**config.mk**
```make
export PLATFORM = sky130hd
export DESIGN_NAME = auto_exposure_step_controller_top_flat
export DESIGN_NICKNAME = d
export VERILOG_FILES = /design/src/hdl/aesc_pkg.sv /design/src/hdl/aesc_in_if.sv /design/src/hdl/aesc_out_if.sv /design/src/hdl/aesc_div.sv /design/src/hdl/aesc_dp.sv /design/src/hdl/aesc_ctrl.sv /design/src/hdl/auto_exposure_step_controller_top.sv /design/src/flat_wrapper.sv
export SDC_FILE = /design/constraint.sdc
export NUM_CORES = 1
export LEC_CHECK = 0
export ABC_AREA = 1
export CORE_UTILIZATION = 36
export DETAILED_ROUTE_END_ITERATION = 10
export DONT_BUFFER_PORTS = 1
export MAX_ROUTING_LAYER = met4
export PLACE_DENSITY_LB_ADDON = 0.1
export SYNTH_ARGS = -nofsm -noshare
export SYNTH_HDL_FRONTEND = slang
export SYNTH_HIERARCHICAL = 1
export SYNTH_SLANG_ARGS = --single-unit
```
**constraint.sdc**
```tcl
create_clock -name clk_i -period 8.3 [get_ports clk_i]
set_input_delay 0.415 -clock clk_i [delete_from_list [all_inputs] [get_ports clk_i]]
set_output_delay 0.415 -clock clk_i [all_outputs]
set_load 0.01 [all_outputs]
```
**src/hdl/aesc_pkg.sv**
```systemverilog
// ----------------------------------------------------------------------------
// aesc_pkg: auto exposure step controller package
// Shared widths, reset values, codes and command/status types.
// ----------------------------------------------------------------------------
package aesc_pkg;

  localparam int unsigned PIXEL_W  = 16;
  localparam int unsigned EXP_W    = 16;
  localparam int unsigned GAIN_W   = 8;
  localparam int unsigned LUMA_W   = 8;
  localparam int unsigned SUM_W    = 14;
  localparam int unsigned CNT_W    = 7;
  localparam int unsigned WSUM_W   = 18;
  localparam int unsigned CFG_IDX_W  = 3;
  localparam int unsigned CFG_DATA_W = 16;
  localparam int unsigned EXP_STEP_W  = 13;
  localparam int unsigned GAIN_STEP_W = 7;

  localparam int unsigned SAMPLE_LIMIT_DEF = 64;
  localparam int unsigned GAIN_MIN_DEF     = 0;

  // Luma weights with the channel scaling folded in
  localparam logic [11:0] W_RED   = 12'(8 * 299);
  localparam logic [11:0] W_GREEN = 12'(4 * 587);
  localparam logic [11:0] W_BLUE  = 12'(8 * 114);

  // Divide by 1000 as multiply by ceil(2^28 / 1000), shift by 28
  localparam int unsigned RECIP_SHIFT = 28;
  localparam int unsigned RECIP_W     = 19;
  localparam logic [RECIP_W-1:0] RECIP_1000 = RECIP_W'(((64'd1 << RECIP_SHIFT) + 999) / 1000);

  localparam logic [LUMA_W-1:0] BRIGHT_DEFAULT = LUMA_W'(128);

  localparam logic [EXP_W-1:0]  EXPOSURE_RST = EXP_W'(1024);
  localparam logic [GAIN_W-1:0] GAIN_RST     = '0;

  localparam logic              AE_ENABLE_RST   = 1'b1;
  localparam logic [7:0]        TARGET_RST      = 8'd128;
  localparam logic [7:0]        THRESHOLD_RST   = 8'd10;
  localparam logic [EXP_W-1:0]  EXP_MIN_RST     = EXP_W'(256);
  localparam logic [EXP_W-1:0]  EXP_MAX_RST     = EXP_W'(4000);
  localparam logic [EXP_STEP_W-1:0]  EXP_STEP_RST  = EXP_STEP_W'(16);
  localparam logic [GAIN_W-1:0]      GAIN_MAX_RST  = GAIN_W'(63);
  localparam logic [GAIN_STEP_W-1:0] GAIN_STEP_RST = GAIN_STEP_W'(1);

  typedef enum logic [1:0] {
    ACT_SAMPLE   = 2'd0,
    ACT_FRAME    = 2'd1,
    ACT_SET_EXP  = 2'd2,
    ACT_SET_GAIN = 2'd3
  } action_e;

  typedef enum logic [CFG_IDX_W-1:0] {
    CFG_AE_ENABLE = 3'd0,
    CFG_TARGET    = 3'd1,
    CFG_THRESHOLD = 3'd2,
    CFG_EXP_MIN   = 3'd3,
    CFG_EXP_MAX   = 3'd4,
    CFG_EXP_STEP  = 3'd5,
    CFG_GAIN_MAX  = 3'd6,
    CFG_GAIN_STEP = 3'd7
  } cfg_idx_e;

  typedef struct packed {
    logic capture;
    logic set_exp;
    logic manual_gain;
    logic luma_mul;
    logic luma_acc;
    logic div_start;
    logic div_take;
    logic bright_default;
    logic adjust;
    logic load_out;
  } cmd_t;

  typedef struct packed {
    logic sample_full;
    logic count_zero;
    logic div_done;
  } status_t;

endpackage

```
**src/hdl/aesc_in_if.sv**
```systemverilog
// ----------------------------------------------------------------------------
// aesc_in_if: input channel
// Valid/ready channel carrying one action word.
// ----------------------------------------------------------------------------
interface aesc_in_if;
  import aesc_pkg::*;

  logic               valid;
  logic               ready;
  logic [1:0]         action;
  logic [PIXEL_W-1:0] pixel;
  logic [15:0]        set_value;

  modport source (output valid, action, pixel, set_value, input ready);
  modport sink   (input valid, action, pixel, set_value, output ready);
endinterface

```
**src/hdl/aesc_out_if.sv**
```systemverilog
// ----------------------------------------------------------------------------
// aesc_out_if: output channel
// Valid/ready channel carrying one sensor update word.
// ----------------------------------------------------------------------------
interface aesc_out_if;
  import aesc_pkg::*;

  logic              valid;
  logic              ready;
  logic [EXP_W-1:0]  exposure_out;
  logic [GAIN_W-1:0] gain_out;
  logic [LUMA_W-1:0] brightness;
  logic              changed;

  modport source (output valid, exposure_out, gain_out, brightness, changed, input ready);
  modport sink   (input valid, exposure_out, gain_out, brightness, changed, output ready);
endinterface

```
**src/hdl/aesc_div.sv**
```systemverilog
// ----------------------------------------------------------------------------
// aesc_div: luma sum divider
// Restoring divider, one quotient bit per cycle.
// ----------------------------------------------------------------------------
module aesc_div (
  input  logic                        clk_i,
  input  logic                        rst_ni,
  input  logic                        start_i,
  input  logic [aesc_pkg::SUM_W-1:0]  dividend_i,
  input  logic [aesc_pkg::CNT_W-1:0]  divisor_i,
  output logic [aesc_pkg::SUM_W-1:0]  quotient_o,
  output logic                        done_o
);
  import aesc_pkg::*;

  localparam int unsigned STEP_W = $clog2(SUM_W);

  logic              busy_q, busy_d;
  logic              done_q, done_d;
  logic [STEP_W-1:0] step_q, step_d;
  logic [SUM_W-1:0]  quo_q, quo_d;
  logic [CNT_W-1:0]  rem_q, rem_d;
  logic [CNT_W-1:0]  dvs_q, dvs_d;
  logic [CNT_W:0]    trial;
  logic              fits;

  assign trial = {rem_q, quo_q[SUM_W-1]};
  assign fits  = trial >= {1'b0, dvs_q};

  always_comb begin
    busy_d = busy_q;
    done_d = 1'b0;
    step_d = step_q;
    quo_d  = quo_q;
    rem_d  = rem_q;
    dvs_d  = dvs_q;
    if (start_i) begin
      busy_d = 1'b1;
      step_d = '0;
      quo_d  = dividend_i;
      rem_d  = '0;
      dvs_d  = divisor_i;
    end else if (busy_q) begin
      quo_d  = {quo_q[SUM_W-2:0], fits};
      rem_d  = fits ? CNT_W'(trial - {1'b0, dvs_q}) : CNT_W'(trial);
      step_d = step_q + 1'b1;
      if (step_q == STEP_W'(SUM_W - 1)) begin
        busy_d = 1'b0;
        done_d = 1'b1;
      end
    end
  end

  always_ff @(posedge clk_i or negedge rst_ni) begin
    if (!rst_ni) begin
      busy_q <= 1'b0;
      done_q <= 1'b0;
      step_q <= '0;
    end else begin
      busy_q <= busy_d;
      done_q <= done_d;
      step_q <= step_d;
    end
  end

  always_ff @(posedge clk_i) begin
    quo_q <= quo_d;
    rem_q <= rem_d;
    dvs_q <= dvs_d;
  end

  assign quotient_o = quo_q;
  assign done_o     = done_q;

endmodule

```
**src/hdl/aesc_dp.sv**
```systemverilog
// ----------------------------------------------------------------------------
// aesc_dp: auto exposure datapath
// Settings, luma accumulation, averaging, exposure/gain stepping and output word.
// ----------------------------------------------------------------------------
module aesc_dp #(
  parameter int unsigned SAMPLE_LIMIT = aesc_pkg::SAMPLE_LIMIT_DEF,
  parameter int unsigned GAIN_MIN     = aesc_pkg::GAIN_MIN_DEF
) (
  input  logic                            clk_i,
  input  logic                            rst_ni,
  input  logic                            cfg_we_i,
  input  logic [aesc_pkg::CFG_IDX_W-1:0]  cfg_idx_i,
  input  logic [aesc_pkg::CFG_DATA_W-1:0] cfg_data_i,
  input  logic [aesc_pkg::PIXEL_W-1:0]    pixel_i,
  input  logic [15:0]                     set_value_i,
  input  aesc_pkg::cmd_t                  cmd_i,
  output aesc_pkg::status_t               status_o,
  output logic [aesc_pkg::EXP_W-1:0]      exposure_out_o,
  output logic [aesc_pkg::GAIN_W-1:0]     gain_out_o,
  output logic [aesc_pkg::LUMA_W-1:0]     brightness_o,
  output logic                            changed_o
);
  import aesc_pkg::*;

  localparam int unsigned PROD_W = WSUM_W + RECIP_W;

  // settings
  logic                   ae_enable_q;
  logic [7:0]             target_q;
  logic [7:0]             threshold_q;
  logic [EXP_W-1:0]       exp_min_q;
  logic [EXP_W-1:0]       exp_max_q;
  logic [EXP_STEP_W-1:0]  exp_step_q;
  logic [GAIN_W-1:0]      gain_max_q;
  logic [GAIN_STEP_W-1:0] gain_step_q;

  // state
  logic [EXP_W-1:0]  exposure_q, exposure_d;
  logic [GAIN_W-1:0] gain_q, gain_d;
  logic [SUM_W-1:0]  sum_q;
  logic [CNT_W-1:0]  count_q;

  // payload
  logic [WSUM_W-1:0] wsum_q;
  logic [LUMA_W-1:0] luma_q;
  logic [LUMA_W-1:0] bright_q;
  logic              changed_q, changed_d;
  logic [EXP_W-1:0]  out_exp_q;
  logic [GAIN_W-1:0] out_gain_q;
  logic [LUMA_W-1:0] out_bright_q;
  logic              out_changed_q;

  logic [WSUM_W-1:0] wsum;
  logic [PROD_W-1:0] prod;
  logic [SUM_W-1:0]  quotient;
  logic              div_done;

  logic              up;
  logic [7:0]        err;
  logic [EXP_W:0]    exp_sum;
  logic [EXP_W-1:0]  exp_inc, exp_dec;
  logic [GAIN_W:0]   gain_sum;
  logic [GAIN_W-1:0] gain_inc, gain_dec;
  logic              stepped;

  assign wsum = WSUM_W'(pixel_i[15:11]) * WSUM_W'(W_RED)
              + WSUM_W'(pixel_i[10:5])  * WSUM_W'(W_GREEN)
              + WSUM_W'(pixel_i[4:0])   * WSUM_W'(W_BLUE);

  assign prod = PROD_W'(wsum_q) * PROD_W'(RECIP_1000);

  aesc_div u_div (
    .clk_i      (clk_i),
    .rst_ni     (rst_ni),
    .start_i    (cmd_i.div_start),
    .dividend_i (sum_q),
    .divisor_i  (count_q),
    .quotient_o (quotient),
    .done_o     (div_done)
  );

  assign up       = target_q > bright_q;
  assign err      = up ? target_q - bright_q : bright_q - target_q;
  assign exp_sum  = {1'b0, exposure_q} + (EXP_W + 1)'(exp_step_q);
  assign exp_inc  = exp_sum[EXP_W] ? '1 : exp_sum[EXP_W-1:0];
  assign exp_dec  = (exposure_q > EXP_W'(exp_step_q)) ? exposure_q - EXP_W'(exp_step_q) : '0;
  assign gain_sum = {1'b0, gain_q} + (GAIN_W + 1)'(gain_step_q);
  assign gain_inc = gain_sum[GAIN_W] ? '1 : gain_sum[GAIN_W-1:0];
  assign gain_dec = (gain_q > GAIN_W'(gain_step_q)) ? gain_q - GAIN_W'(gain_step_q) : '0;

  always_comb begin
    exposure_d = exposure_q;
    gain_d     = gain_q;
    stepped    = 1'b0;
    if (err > threshold_q) begin
      if (up) begin
        if (exposure_q < exp_max_q) begin
          exposure_d = exp_inc;
          stepped    = 1'b1;
        end else if (gain_q < gain_max_q) begin
          gain_d  = gain_inc;
          stepped = 1'b1;
        end
      end else begin
        if (exposure_q > exp_min_q) begin
          exposure_d = exp_dec;
          stepped    = 1'b1;
        end else if (gain_q > GAIN_W'(GAIN_MIN)) begin
          gain_d  = gain_dec;
          stepped = 1'b1;
        end
      end
    end
    changed_d = ae_enable_q & stepped;
  end

  always_ff @(posedge clk_i or negedge rst_ni) begin
    if (!rst_ni) begin
      ae_enable_q <= AE_ENABLE_RST;
      target_q    <= TARGET_RST;
      threshold_q <= THRESHOLD_RST;
      exp_min_q   <= EXP_MIN_RST;
      exp_max_q   <= EXP_MAX_RST;
      exp_step_q  <= EXP_STEP_RST;
      gain_max_q  <= GAIN_MAX_RST;
      gain_step_q <= GAIN_STEP_RST;
      exposure_q  <= EXPOSURE_RST;
      gain_q      <= GAIN_RST;
      sum_q       <= '0;
      count_q     <= '0;
    end else begin
      if (cfg_we_i) begin
        unique case (cfg_idx_e'(cfg_idx_i))
          CFG_AE_ENABLE: ae_enable_q <= cfg_data_i[0];
          CFG_TARGET:    target_q    <= cfg_data_i[7:0];
          CFG_THRESHOLD: threshold_q <= cfg_data_i[7:0];
          CFG_EXP_MIN:   exp_min_q   <= cfg_data_i;
          CFG_EXP_MAX:   exp_max_q   <= cfg_data_i;
          CFG_EXP_STEP:  exp_step_q  <= cfg_data_i[EXP_STEP_W-1:0];
          CFG_GAIN_MAX:  gain_max_q  <= cfg_data_i[GAIN_W-1:0];
          CFG_GAIN_STEP: gain_step_q <= cfg_data_i[GAIN_STEP_W-1:0];
          default: ;
        endcase
      end
      if (cmd_i.set_exp) begin
        exposure_q <= set_value_i;
      end
      if (cmd_i.manual_gain) begin
        gain_q <= set_value_i[GAIN_W-1:0];
      end
      if (cmd_i.luma_acc) begin
        sum_q   <= sum_q + SUM_W'(luma_q);
        count_q <= count_q + 1'b1;
      end
      if (cmd_i.adjust) begin
        sum_q   <= '0;
        count_q <= '0;
        if (ae_enable_q) begin
          exposure_q <= exposure_d;
          gain_q     <= gain_d;
        end
      end
    end
  end

  always_ff @(posedge clk_i) begin
    if (cmd_i.capture) begin
      wsum_q <= wsum;
    end
    if (cmd_i.luma_mul) begin
      luma_q <= prod[RECIP_SHIFT +: LUMA_W];
    end
    if (cmd_i.set_exp || cmd_i.manual_gain) begin
      bright_q  <= '0;
      changed_q <= 1'b1;
    end
    if (cmd_i.bright_default) begin
      bright_q <= BRIGHT_DEFAULT;
    end
    if (cmd_i.div_take) begin
      bright_q <= quotient[LUMA_W-1:0];
    end
    if (cmd_i.adjust) begin
      changed_q <= changed_d;
    end
    if (cmd_i.load_out) begin
      out_exp_q     <= exposure_q;
      out_gain_q    <= gain_q;
      out_bright_q  <= bright_q;
      out_changed_q <= changed_q;
    end
  end

  assign status_o.sample_full = count_q >= CNT_W'(SAMPLE_LIMIT);
  assign status_o.count_zero  = count_q == '0;
  assign status_o.div_done    = div_done;

  assign exposure_out_o = out_exp_q;
  assign gain_out_o     = out_gain_q;
  assign brightness_o   = out_bright_q;
  assign changed_o      = out_changed_q;

endmodule

```
**src/hdl/aesc_ctrl.sv**
```systemverilog
// ----------------------------------------------------------------------------
// aesc_ctrl: auto exposure controller
// Sequences each word through the datapath and owns the output valid.
// ----------------------------------------------------------------------------
module aesc_ctrl (
  input  logic                clk_i,
  input  logic                rst_ni,
  input  logic                in_valid_i,
  input  logic [1:0]          in_action_i,
  output logic                in_ready_o,
  input  logic                out_ready_i,
  output logic                out_valid_o,
  input  aesc_pkg::status_t   status_i,
  output aesc_pkg::cmd_t      cmd_o
);
  import aesc_pkg::*;

  typedef enum logic [2:0] {
    ST_IDLE,
    ST_LUMA_MUL,
    ST_LUMA_ACC,
    ST_DIV,
    ST_ADJUST,
    ST_EMIT
  } state_e;

  state_e state_q, state_d;
  logic   out_valid_q, out_valid_d;

  always_comb begin
    state_d     = state_q;
    out_valid_d = out_valid_q & ~out_ready_i;
    cmd_o       = '0;
    in_ready_o  = state_q == ST_IDLE;
    unique case (state_q)
      ST_IDLE: begin
        if (in_valid_i) begin
          cmd_o.capture = 1'b1;
          unique case (action_e'(in_action_i))
            ACT_SAMPLE: begin
              if (!status_i.sample_full) begin
                state_d = ST_LUMA_MUL;
              end
            end
            ACT_FRAME: begin
              if (status_i.count_zero) begin
                cmd_o.bright_default = 1'b1;
                state_d              = ST_ADJUST;
              end else begin
                cmd_o.div_start = 1'b1;
                state_d         = ST_DIV;
              end
            end
            ACT_SET_EXP: begin
              cmd_o.set_exp = 1'b1;
              state_d       = ST_EMIT;
            end
            ACT_SET_GAIN: begin
              cmd_o.manual_gain = 1'b1;
              state_d           = ST_EMIT;
            end
            default: ;
          endcase
        end
      end
      ST_LUMA_MUL: begin
        cmd_o.luma_mul = 1'b1;
        state_d        = ST_LUMA_ACC;
      end
      ST_LUMA_ACC: begin
        cmd_o.luma_acc = 1'b1;
        state_d        = ST_IDLE;
      end
      ST_DIV: begin
        if (status_i.div_done) begin
          cmd_o.div_take = 1'b1;
          state_d        = ST_ADJUST;
        end
      end
      ST_ADJUST: begin
        cmd_o.adjust = 1'b1;
        state_d      = ST_EMIT;
      end
      ST_EMIT: begin
        if (!out_valid_q || out_ready_i) begin
          cmd_o.load_out = 1'b1;
          out_valid_d    = 1'b1;
          state_d        = ST_IDLE;
        end
      end
      default: state_d = ST_IDLE;
    endcase
  end

  always_ff @(posedge clk_i or negedge rst_ni) begin
    if (!rst_ni) begin
      state_q     <= ST_IDLE;
      out_valid_q <= 1'b0;
    end else begin
      state_q     <= state_d;
      out_valid_q <= out_valid_d;
    end
  end

  assign out_valid_o = out_valid_q;

endmodule

```
**src/hdl/auto_exposure_step_controller_top.sv**
```systemverilog
// ----------------------------------------------------------------------------
// auto_exposure_step_controller_top: auto exposure step controller
// Mean-luma auto exposure with exposure-first, gain-second stepping.
// ----------------------------------------------------------------------------
// One word is taken at a time. A sample word passes through accept, luma
// multiply by the reciprocal of 1000 and accumulate, or is only accepted once
// the frame holds SAMPLE_LIMIT samples. An end-of-frame word waits on the
// 14-step restoring divider that forms the average when samples were taken, and
// takes the default brightness otherwise. A word that gives a result waits
// in its last cycle only while the output register still holds an untaken result.
module auto_exposure_step_controller_top #(
  parameter int unsigned SAMPLE_LIMIT = aesc_pkg::SAMPLE_LIMIT_DEF,
  parameter int unsigned GAIN_MIN     = aesc_pkg::GAIN_MIN_DEF
) (
  input  logic                            clk_i,
  input  logic                            rst_ni,
  input  logic                            cfg_we_i,
  input  logic [aesc_pkg::CFG_IDX_W-1:0]  cfg_idx_i,
  input  logic [aesc_pkg::CFG_DATA_W-1:0] cfg_data_i,
  aesc_in_if.sink                         in_i,
  aesc_out_if.source                      out_o
);
  import aesc_pkg::*;

  cmd_t    cmd;
  status_t status;

  aesc_ctrl u_ctrl (
    .clk_i       (clk_i),
    .rst_ni      (rst_ni),
    .in_valid_i  (in_i.valid),
    .in_action_i (in_i.action),
    .in_ready_o  (in_i.ready),
    .out_ready_i (out_o.ready),
    .out_valid_o (out_o.valid),
    .status_i    (status),
    .cmd_o       (cmd)
  );

  aesc_dp #(
    .SAMPLE_LIMIT (SAMPLE_LIMIT),
    .GAIN_MIN     (GAIN_MIN)
  ) u_dp (
    .clk_i          (clk_i),
    .rst_ni         (rst_ni),
    .cfg_we_i       (cfg_we_i),
    .cfg_idx_i      (cfg_idx_i),
    .cfg_data_i     (cfg_data_i),
    .pixel_i        (in_i.pixel),
    .set_value_i    (in_i.set_value),
    .cmd_i          (cmd),
    .status_o       (status),
    .exposure_out_o (out_o.exposure_out),
    .gain_out_o     (out_o.gain_out),
    .brightness_o   (out_o.brightness),
    .changed_o      (out_o.changed)
  );

  a_cmd_exclusive: assert property (@(posedge clk_i) disable iff (!rst_ni)
    $onehot0({cmd.set_exp, cmd.manual_gain, cmd.luma_mul, cmd.luma_acc,
              cmd.div_start, cmd.adjust, cmd.load_out}))
    else $error("datapath commands overlap");

  a_div_busy: assert property (@(posedge clk_i) disable iff (!rst_ni)
    cmd.div_start |=> !in_i.ready)
    else $error("input taken while averaging");

  a_div_done_busy: assert property (@(posedge clk_i) disable iff (!rst_ni)
    status.div_done |-> !in_i.ready)
    else $error("divider finished outside averaging");

  a_load_valid: assert property (@(posedge clk_i) disable iff (!rst_ni)
    cmd.load_out |=> out_o.valid)
    else $error("loaded word not presented");

endmodule
```
**src/flat_wrapper.sv**
```systemverilog
// flat-port wrapper written by rule: the top's interface ports become plain ports
module auto_exposure_step_controller_top_flat import aesc_pkg::*;
#(
  parameter int unsigned SAMPLE_LIMIT = aesc_pkg::SAMPLE_LIMIT_DEF,
  parameter int unsigned GAIN_MIN     = aesc_pkg::GAIN_MIN_DEF
)
  (clk_i, rst_ni, cfg_we_i, cfg_idx_i, cfg_data_i, in_i_valid, in_i_action, in_i_pixel, in_i_set_value, in_i_ready, out_o_valid, out_o_exposure_out, out_o_gain_out, out_o_brightness, out_o_changed, out_o_ready);
  aesc_in_if in_i_i ();
  aesc_out_if out_o_i ();
  input  logic clk_i;
  input  logic rst_ni;
  input  logic cfg_we_i;
  input  logic [aesc_pkg::CFG_IDX_W-1:0] cfg_idx_i;
  input  logic [aesc_pkg::CFG_DATA_W-1:0] cfg_data_i;
  input wire logic [$bits(in_i_i.valid)-1:0] in_i_valid;
  input wire logic [$bits(in_i_i.action)-1:0] in_i_action;
  input wire logic [$bits(in_i_i.pixel)-1:0] in_i_pixel;
  input wire logic [$bits(in_i_i.set_value)-1:0] in_i_set_value;
  output wire logic [$bits(in_i_i.ready)-1:0] in_i_ready;
  output wire logic [$bits(out_o_i.valid)-1:0] out_o_valid;
  output wire logic [$bits(out_o_i.exposure_out)-1:0] out_o_exposure_out;
  output wire logic [$bits(out_o_i.gain_out)-1:0] out_o_gain_out;
  output wire logic [$bits(out_o_i.brightness)-1:0] out_o_brightness;
  output wire logic [$bits(out_o_i.changed)-1:0] out_o_changed;
  input wire logic [$bits(out_o_i.ready)-1:0] out_o_ready;
  assign in_i_i.valid = in_i_valid;
  assign in_i_i.action = in_i_action;
  assign in_i_i.pixel = in_i_pixel;
  assign in_i_i.set_value = in_i_set_value;
  assign in_i_ready = in_i_i.ready;
  assign out_o_valid = out_o_i.valid;
  assign out_o_exposure_out = out_o_i.exposure_out;
  assign out_o_gain_out = out_o_i.gain_out;
  assign out_o_brightness = out_o_i.brightness;
  assign out_o_changed = out_o_i.changed;
  assign out_o_i.ready = out_o_ready;
  auto_exposure_step_controller_top #(.SAMPLE_LIMIT(SAMPLE_LIMIT), .GAIN_MIN(GAIN_MIN)) u_core (.clk_i(clk_i), .rst_ni(rst_ni), .cfg_we_i(cfg_we_i), .cfg_idx_i(cfg_idx_i), .cfg_data_i(cfg_data_i), .in_i(in_i_i), .out_o(out_o_i));
endmodule
```
==> results of run 1 <==
[worst max-delay path by stage]
stage / start / end / slack [ps] / cells after the start
after floorplan: in_i_pixel[8] / u_core/u_dp/wsum_q[17] / 3870 / 19
after global placement: in_i_pixel[8] / u_core/u_dp/wsum_q[17] / 3580 / 19
after detailed placement: in_i_pixel[8] / u_core/u_dp/wsum_q[17] / 3540 / 19
after CTS: u_core/u_dp/wsum_q[8] / u_core/u_dp/luma_q[7] / 3590 / 17
after global routing: u_core/u_dp/bright_q[0] / u_core/u_dp/exposure_q[1] / 3280 / 25
final: u_core/u_dp/wsum_q[6] / u_core/u_dp/luma_q[1] / 3610 / 18
[cell type report]
class                           count  area [sq um]
Clock inverter                     22           263
Inverter                          505          1900
Antenna cell                        1          2.50
Sequential cell                   226          6080
Timing Repair Buffer               19           190
Clock buffer                       35           811
Tap cell                          773           967
Fill cell                        6112         35600
Multi-Input combinational cell   1962         13300
[what timing repair did]
item,4_1_cts,5_1_grt
hold buffers,12,0
resized for setup,0,0
endpoints found under the setup margin,0,0
endpoints found under the hold margin,143,0
[kinds of logic (layout without fill, tap and decap cells)]
family | after synthesis | after routing | share of synthesized area [%]
multiplexers | 1 | 1 | 0.0463
adder cells (fa/ha/maj) | 413 | 413 | 26.4
other | 0 | 1 | 0
buffers and inverters | 558 | 581 | 10.2
AND/OR/NAND/NOR | 1121 | 1121 | 23.0
XOR/XNOR | 68 | 68 | 2.76
AO/OA/AOI/OAI | 359 | 359 | 9.42
flip-flops | 226 | 226 | 28.1
[metal layers]
metal	wire length [microns]	share of wire (%)	vias up	GRT usage (%)
met5	0	0	-	-
met4	715	1.2	0	3.10
met3	2720	4.6	42	2.97
met2	27600	47	266	33.0
met1	28200	48	8233	26.5
li1	-	-	8914	-
[cells in the mapped netlist, drive strengths merged, types with 7 or more instances]
library cell  count
nor4              7
nor3             29
nand4            37
o21bai           10
nor2            177
o21ai           136
nand2           662
edfxtp           87
nand3           190
dfrtp           112
a211oi           13
ha              342
a21oi           144
a31oi            12
xnor2            11
xor2             57
inv             505
dfstp            20
o211ai           10
a21o             12
fa               71
dfxtp             7
clkbuf           23
buf              30
[registers in the layout, indices dropped and copies added (netlist names), 13 cells and up]
| register | cells |
|---|---|
| u_core/u_dp/exp_max_q | 16 |
| u_core/u_dp/exp_min_q | 16 |
| u_core/u_dp/exposure_out_o | 16 |
| u_core/u_dp/exposure_q | 16 |
| u_core/u_dp/wsum_q | 16 |
| u_core/u_dp/sum_q | 14 |
| u_core/u_dp/u_div/quotient_o | 14 |
| u_core/u_dp/exp_step_q | 13 |
[per-stage QoR]
step           utilization [%]  instances  cell area, sq um
6_report                  39.8       3543             23500
2_1_floorplan                -       2746             21600
3_3_place_gp              37.8       3473             22300
4_1_cts                   39.8       3542             23500
5_1_grt                   39.8       3542             23500
3_5_place_dp              37.8       3473             22300
[placed cells by master (no fill, tap or decap), types with 57 or more instances in the layout]
cell type    n
a21oi_1    139
dfrtp_1    112
edfxtp_1    87
fa_1        71
ha_1       342
inv_1      487
nand2_1    636
nand3_1    167
nor2_1     162
o21ai_0    128
xor2_1      57
==> impl_metrics.ini, run 1 <==
[floorplan]
initial_core_util_pct = 36.5
coreArea_sq_mm = 0.0591
num_rows = 89
pin_count = 93
die_w_microns = 247
die_area_sq_mm = 0.0610
die_h_microns = 247

[sta]
fmax_mhz = 213
post-route-period-util_pct = 56.6
skew_ps = 16.6
worstMarginPinSlew_ps = 1210
rsz0062_at_grt = false
slew_viol_final = 0
relSlewSlack_pct = 19.4
tns_ps = 0
setup_viol = 0
timing.hold.ws_ps = 24.5
finalCriticalPeriod_ps = 4690
finalHoldViolations = 0
fin_ws_ps = 3610

[routing]
drt_iter0_drc = 1009
drt_pass1_iterations = 8
vias = 17500
finalWirelength_mm = 59.2
vias_per_cell = 4.93
drtAntennaViolNets = 0
wire_per_inst_microns = 16.7
drcViolationCount = 30

[place]
preCtsSetupSlack_ps = 3540
dp_hpwl_mm = 46.3
io_buffers = 0
place.gp.congestion = 0.905

[setup_path]
r2r_slack_ps = 3610
max_stage_delay_ps = 540
cpLargestDelayFamily = adder cells
critPathKind = reg2reg
arrival_ps = 5010
reg2reg_depth = 18
cpMaxStageDelayCell = fa_1
rr_startpoint = u_core/u_dp/wsum_q[6]
crit_chain = ha_1 > ha_1 > inv_1 > fa_1 > inv_1 > ha_1 > fa_1 > inv_1 > fa_1 > inv_1 > ha_1 > a21o_1 > a21oi_1 > o21ai_0 > a211oi_1 > nand2_1 > nand2_1 > nand2_1
crit_path_end_kind = flop
start_kind = flop
crit_required_ps = 8620
critPathBufInv = 4
path_max_fanout = 6
rr_endpoint = u_core/u_dp/luma_q[1]

[cts]
clk_latency_ps = 580
htreeDepth = 1
cts_buffers = 31
clock_path_buffers = 3
cts_root_buf = clkbuf_16
cts.sinks = 226
post_cts_buffers = 0
cts_tree = yes
clkTransAtPathRegs_ps = 60

[final_layout]
syn_to_final_growth_pct = 9.00
fin_nets = 3216
drive_above_1_share_pct = 6.39

[synth]
ys_async_sr_fraction_pct = 58.4
synth_edf_count = 87
yosysTopAreaCellShare_pct = 19.8
synth_area_leaders = ha_1 (20%), dfrtp_1 (13%), edfxtp_1 (12%), nand2_1 (11%), inv_1 (8.5%)
yosysTopAreaCell = ha_1
ys_seq_area_share_pct = 28.1
syn-cell-area_sq_mm = 0.0216
synth_fp_nets = 3217
syn_area_per_cell_sq_um = 7.87
ys_types = 62
yosysWarnings = 6
syn_inst = 2746
ys.flop_type = dfrtp_1
ys_ff_latch = 226

[global_routing]
grtUsageTotal_pct = 20.1
grt_max_degree = 133
overflow = 0
grt_pass1_vias = 17000
grt_pass1_wl_mm = 93.9
antenna_found_initial = 0

[hold_path]
hp-class = in2reg
hold_end = u_core/u_dp/exp_min_q[13]
holdPathStages = 2
min_from = cfg_data_i[13]

[job]
cap_violations = 0

[outcome]
violations = design-rule violations
status = finished with violations
Power of run 1 is not shown: default switching activity piles up to over one toggle a cycle in this logic, so the estimate is an artifact.
==> run 2: changes to the inputs <==
==> constraint.sdc (replaced) <==
create_clock -name clk_i -period 3.8 [get_ports clk_i]
set_input_delay 0.19 -clock clk_i [delete_from_list [all_inputs] [get_ports clk_i]]
set_output_delay 0.19 -clock clk_i [all_outputs]
set_load 0.01 [all_outputs]
==> impl_metrics.ini, run 2 (synthesis results as in run 1) <==
[sta]
post-route-period-util_pct = 110
worstMarginPinSlew_ps = 1010
skew_ps = 16.2
fmax_mhz = 240
finalCriticalPeriod_ps = 4170
slew_viol_final = 0
relSlewSlack_pct = 32.7
setup_viol = 8
fin_ws_ps = -375
finalHoldViolations = 0
tns_ps = -2550
rsz0062_at_grt = true

[final_layout]
drive_above_1_share_pct = 16.9
fin_nets = 3417
layout_common_cells = nand2_1 (616), inv_1 (465), ha_1 (288)
stdcell_count = 3743
fin_util_pct = 44.2
syn_to_final_growth_pct = 21.0
antenna_cells = 0
layout_commonest_cell = nand2_1

[cts]
cts_root_buf = clkbuf_16
clock_path_buffers = 3
cts_buffers = 30
htreeDepth = 1
cts.sinks = 226
cts_tree = yes
clkTransAtPathRegs_ps = 60
clk_latency_ps = 590

[floorplan]
coreArea_sq_mm = 0.0591
die_area_sq_mm = 0.0610
pin_count = 93
initial_core_util_pct = 36.5
die_w_microns = 247
die_h_microns = 247
num_rows = 89

[setup_path]
crit_chain = ha_1 > ha_2 > inv_2 > fa_1 > inv_1 > fa_2 > fa_1 > ha_4 > ha_4 > a21o_1 > a21oi_2 > o21ai_2 > a211oi_2 > nand2_1 > nand2_1 > nand2_1
path_max_fanout = 5
max_stage_delay_ps = 520
crit_path_end_kind = flop
reg2reg_depth = 16
crit_required_ps = 4140
start_kind = flop
cp_common_cell = nand2_1
cpMaxStageDelayCell = fa_2
critPathBufInv = 2
r2r_slack_ps = -370
rr_startpoint = u_core/u_dp/wsum_q[10]
rr_endpoint = u_core/u_dp/luma_q[1]
critPathKind = reg2reg
arrival_ps = 4520
cpLargestDelayFamily = adder cells

[routing]
finalWirelength_mm = 60.7
vias_per_cell = 4.87
vias = 18200
drt_iter0_drc = 914
drt_pass1_iterations = 9
drcViolationCount = 17
drtAntennaViolNets = 0
wire_per_inst_microns = 16.2

[place]
placed_cells = 3623
dp_hpwl_mm = 48.4
place.gp.congestion = 0.908
io_buffers = 0
preCtsSetupSlack_ps = -471

[outcome]
violations = design-rule violations, negative setup slack
status = finished with violations

[global_routing]
antenna_found_initial = 0
grt_pass1_wl_mm = 98.0
grt_pass1_vias = 18200
grtUsageTotal_pct = 20.8
grt_max_degree = 133
overflow = 0

[job]
cap_violations = 0

[hold_path]
hp-class = in2reg
holdPathStages = 2
hold_end = u_core/u_dp/exp_min_q[2]
min_from = cfg_data_i[2]
run 2: area by class of cell:
cell class | instances | area, sq um
multi-input cells | 1962 | 14300
clock inverters | 6 | 66.3
clock buffers | 50 | 961
inverters | 505 | 1900
well taps | 773 | 967
repair buffers | 221 | 1840
fillers | 5875 | 33000
flip-flops and latches | 226 | 6080
run 2: worst max path at each step:
stage,startpoint,end,depth (start not counted)
2_1_floorplan,u_core/u_dp/wsum_q[9],u_core/u_dp/luma_q[4],17
6_report,u_core/u_dp/wsum_q[10],u_core/u_dp/luma_q[1],16
3_3_place_gp,u_core/u_dp/wsum_q[12],u_core/u_dp/luma_q[4],17
5_1_grt,u_core/u_dp/wsum_q[8],u_core/u_dp/luma_q[1],18
4_1_cts,u_core/u_dp/wsum_q[13],u_core/u_dp/luma_q[1],18
3_5_place_dp,u_core/u_dp/wsum_q[9],u_core/u_dp/luma_q[4],17
run 2: through the flow:
step,area [sq um],hold WS (ps)
final,26100,29.1
after global routing,26100,5.21
after CTS,25800,6.81
after detailed placement,24000,-92.3
after global placement,24000,-92.9
after floorplan,22100,-106
run 2: what timing repair did:
action                     CTS  global route
resized for setup           46            55
hold buffers                43             0
setup buffers               16             5
cloned                       0             0
setup endpoints to repair    8            35
pin swaps                   31            29
hold endpoints to repair   205             0
run 2: per-layer routing:
layer | track usage (%) | vias to the layer above | wire, microns
met4 | 3.99 | 0 | 1150
met2 | 33.8 | 321 | 28000
met5 | - | - | 0
li1 | - | 9342 | -
met3 | 2.05 | 67 | 2080
met1 | 28.1 | 8508 | 29500
Power of run 2 is left out for the same reason.
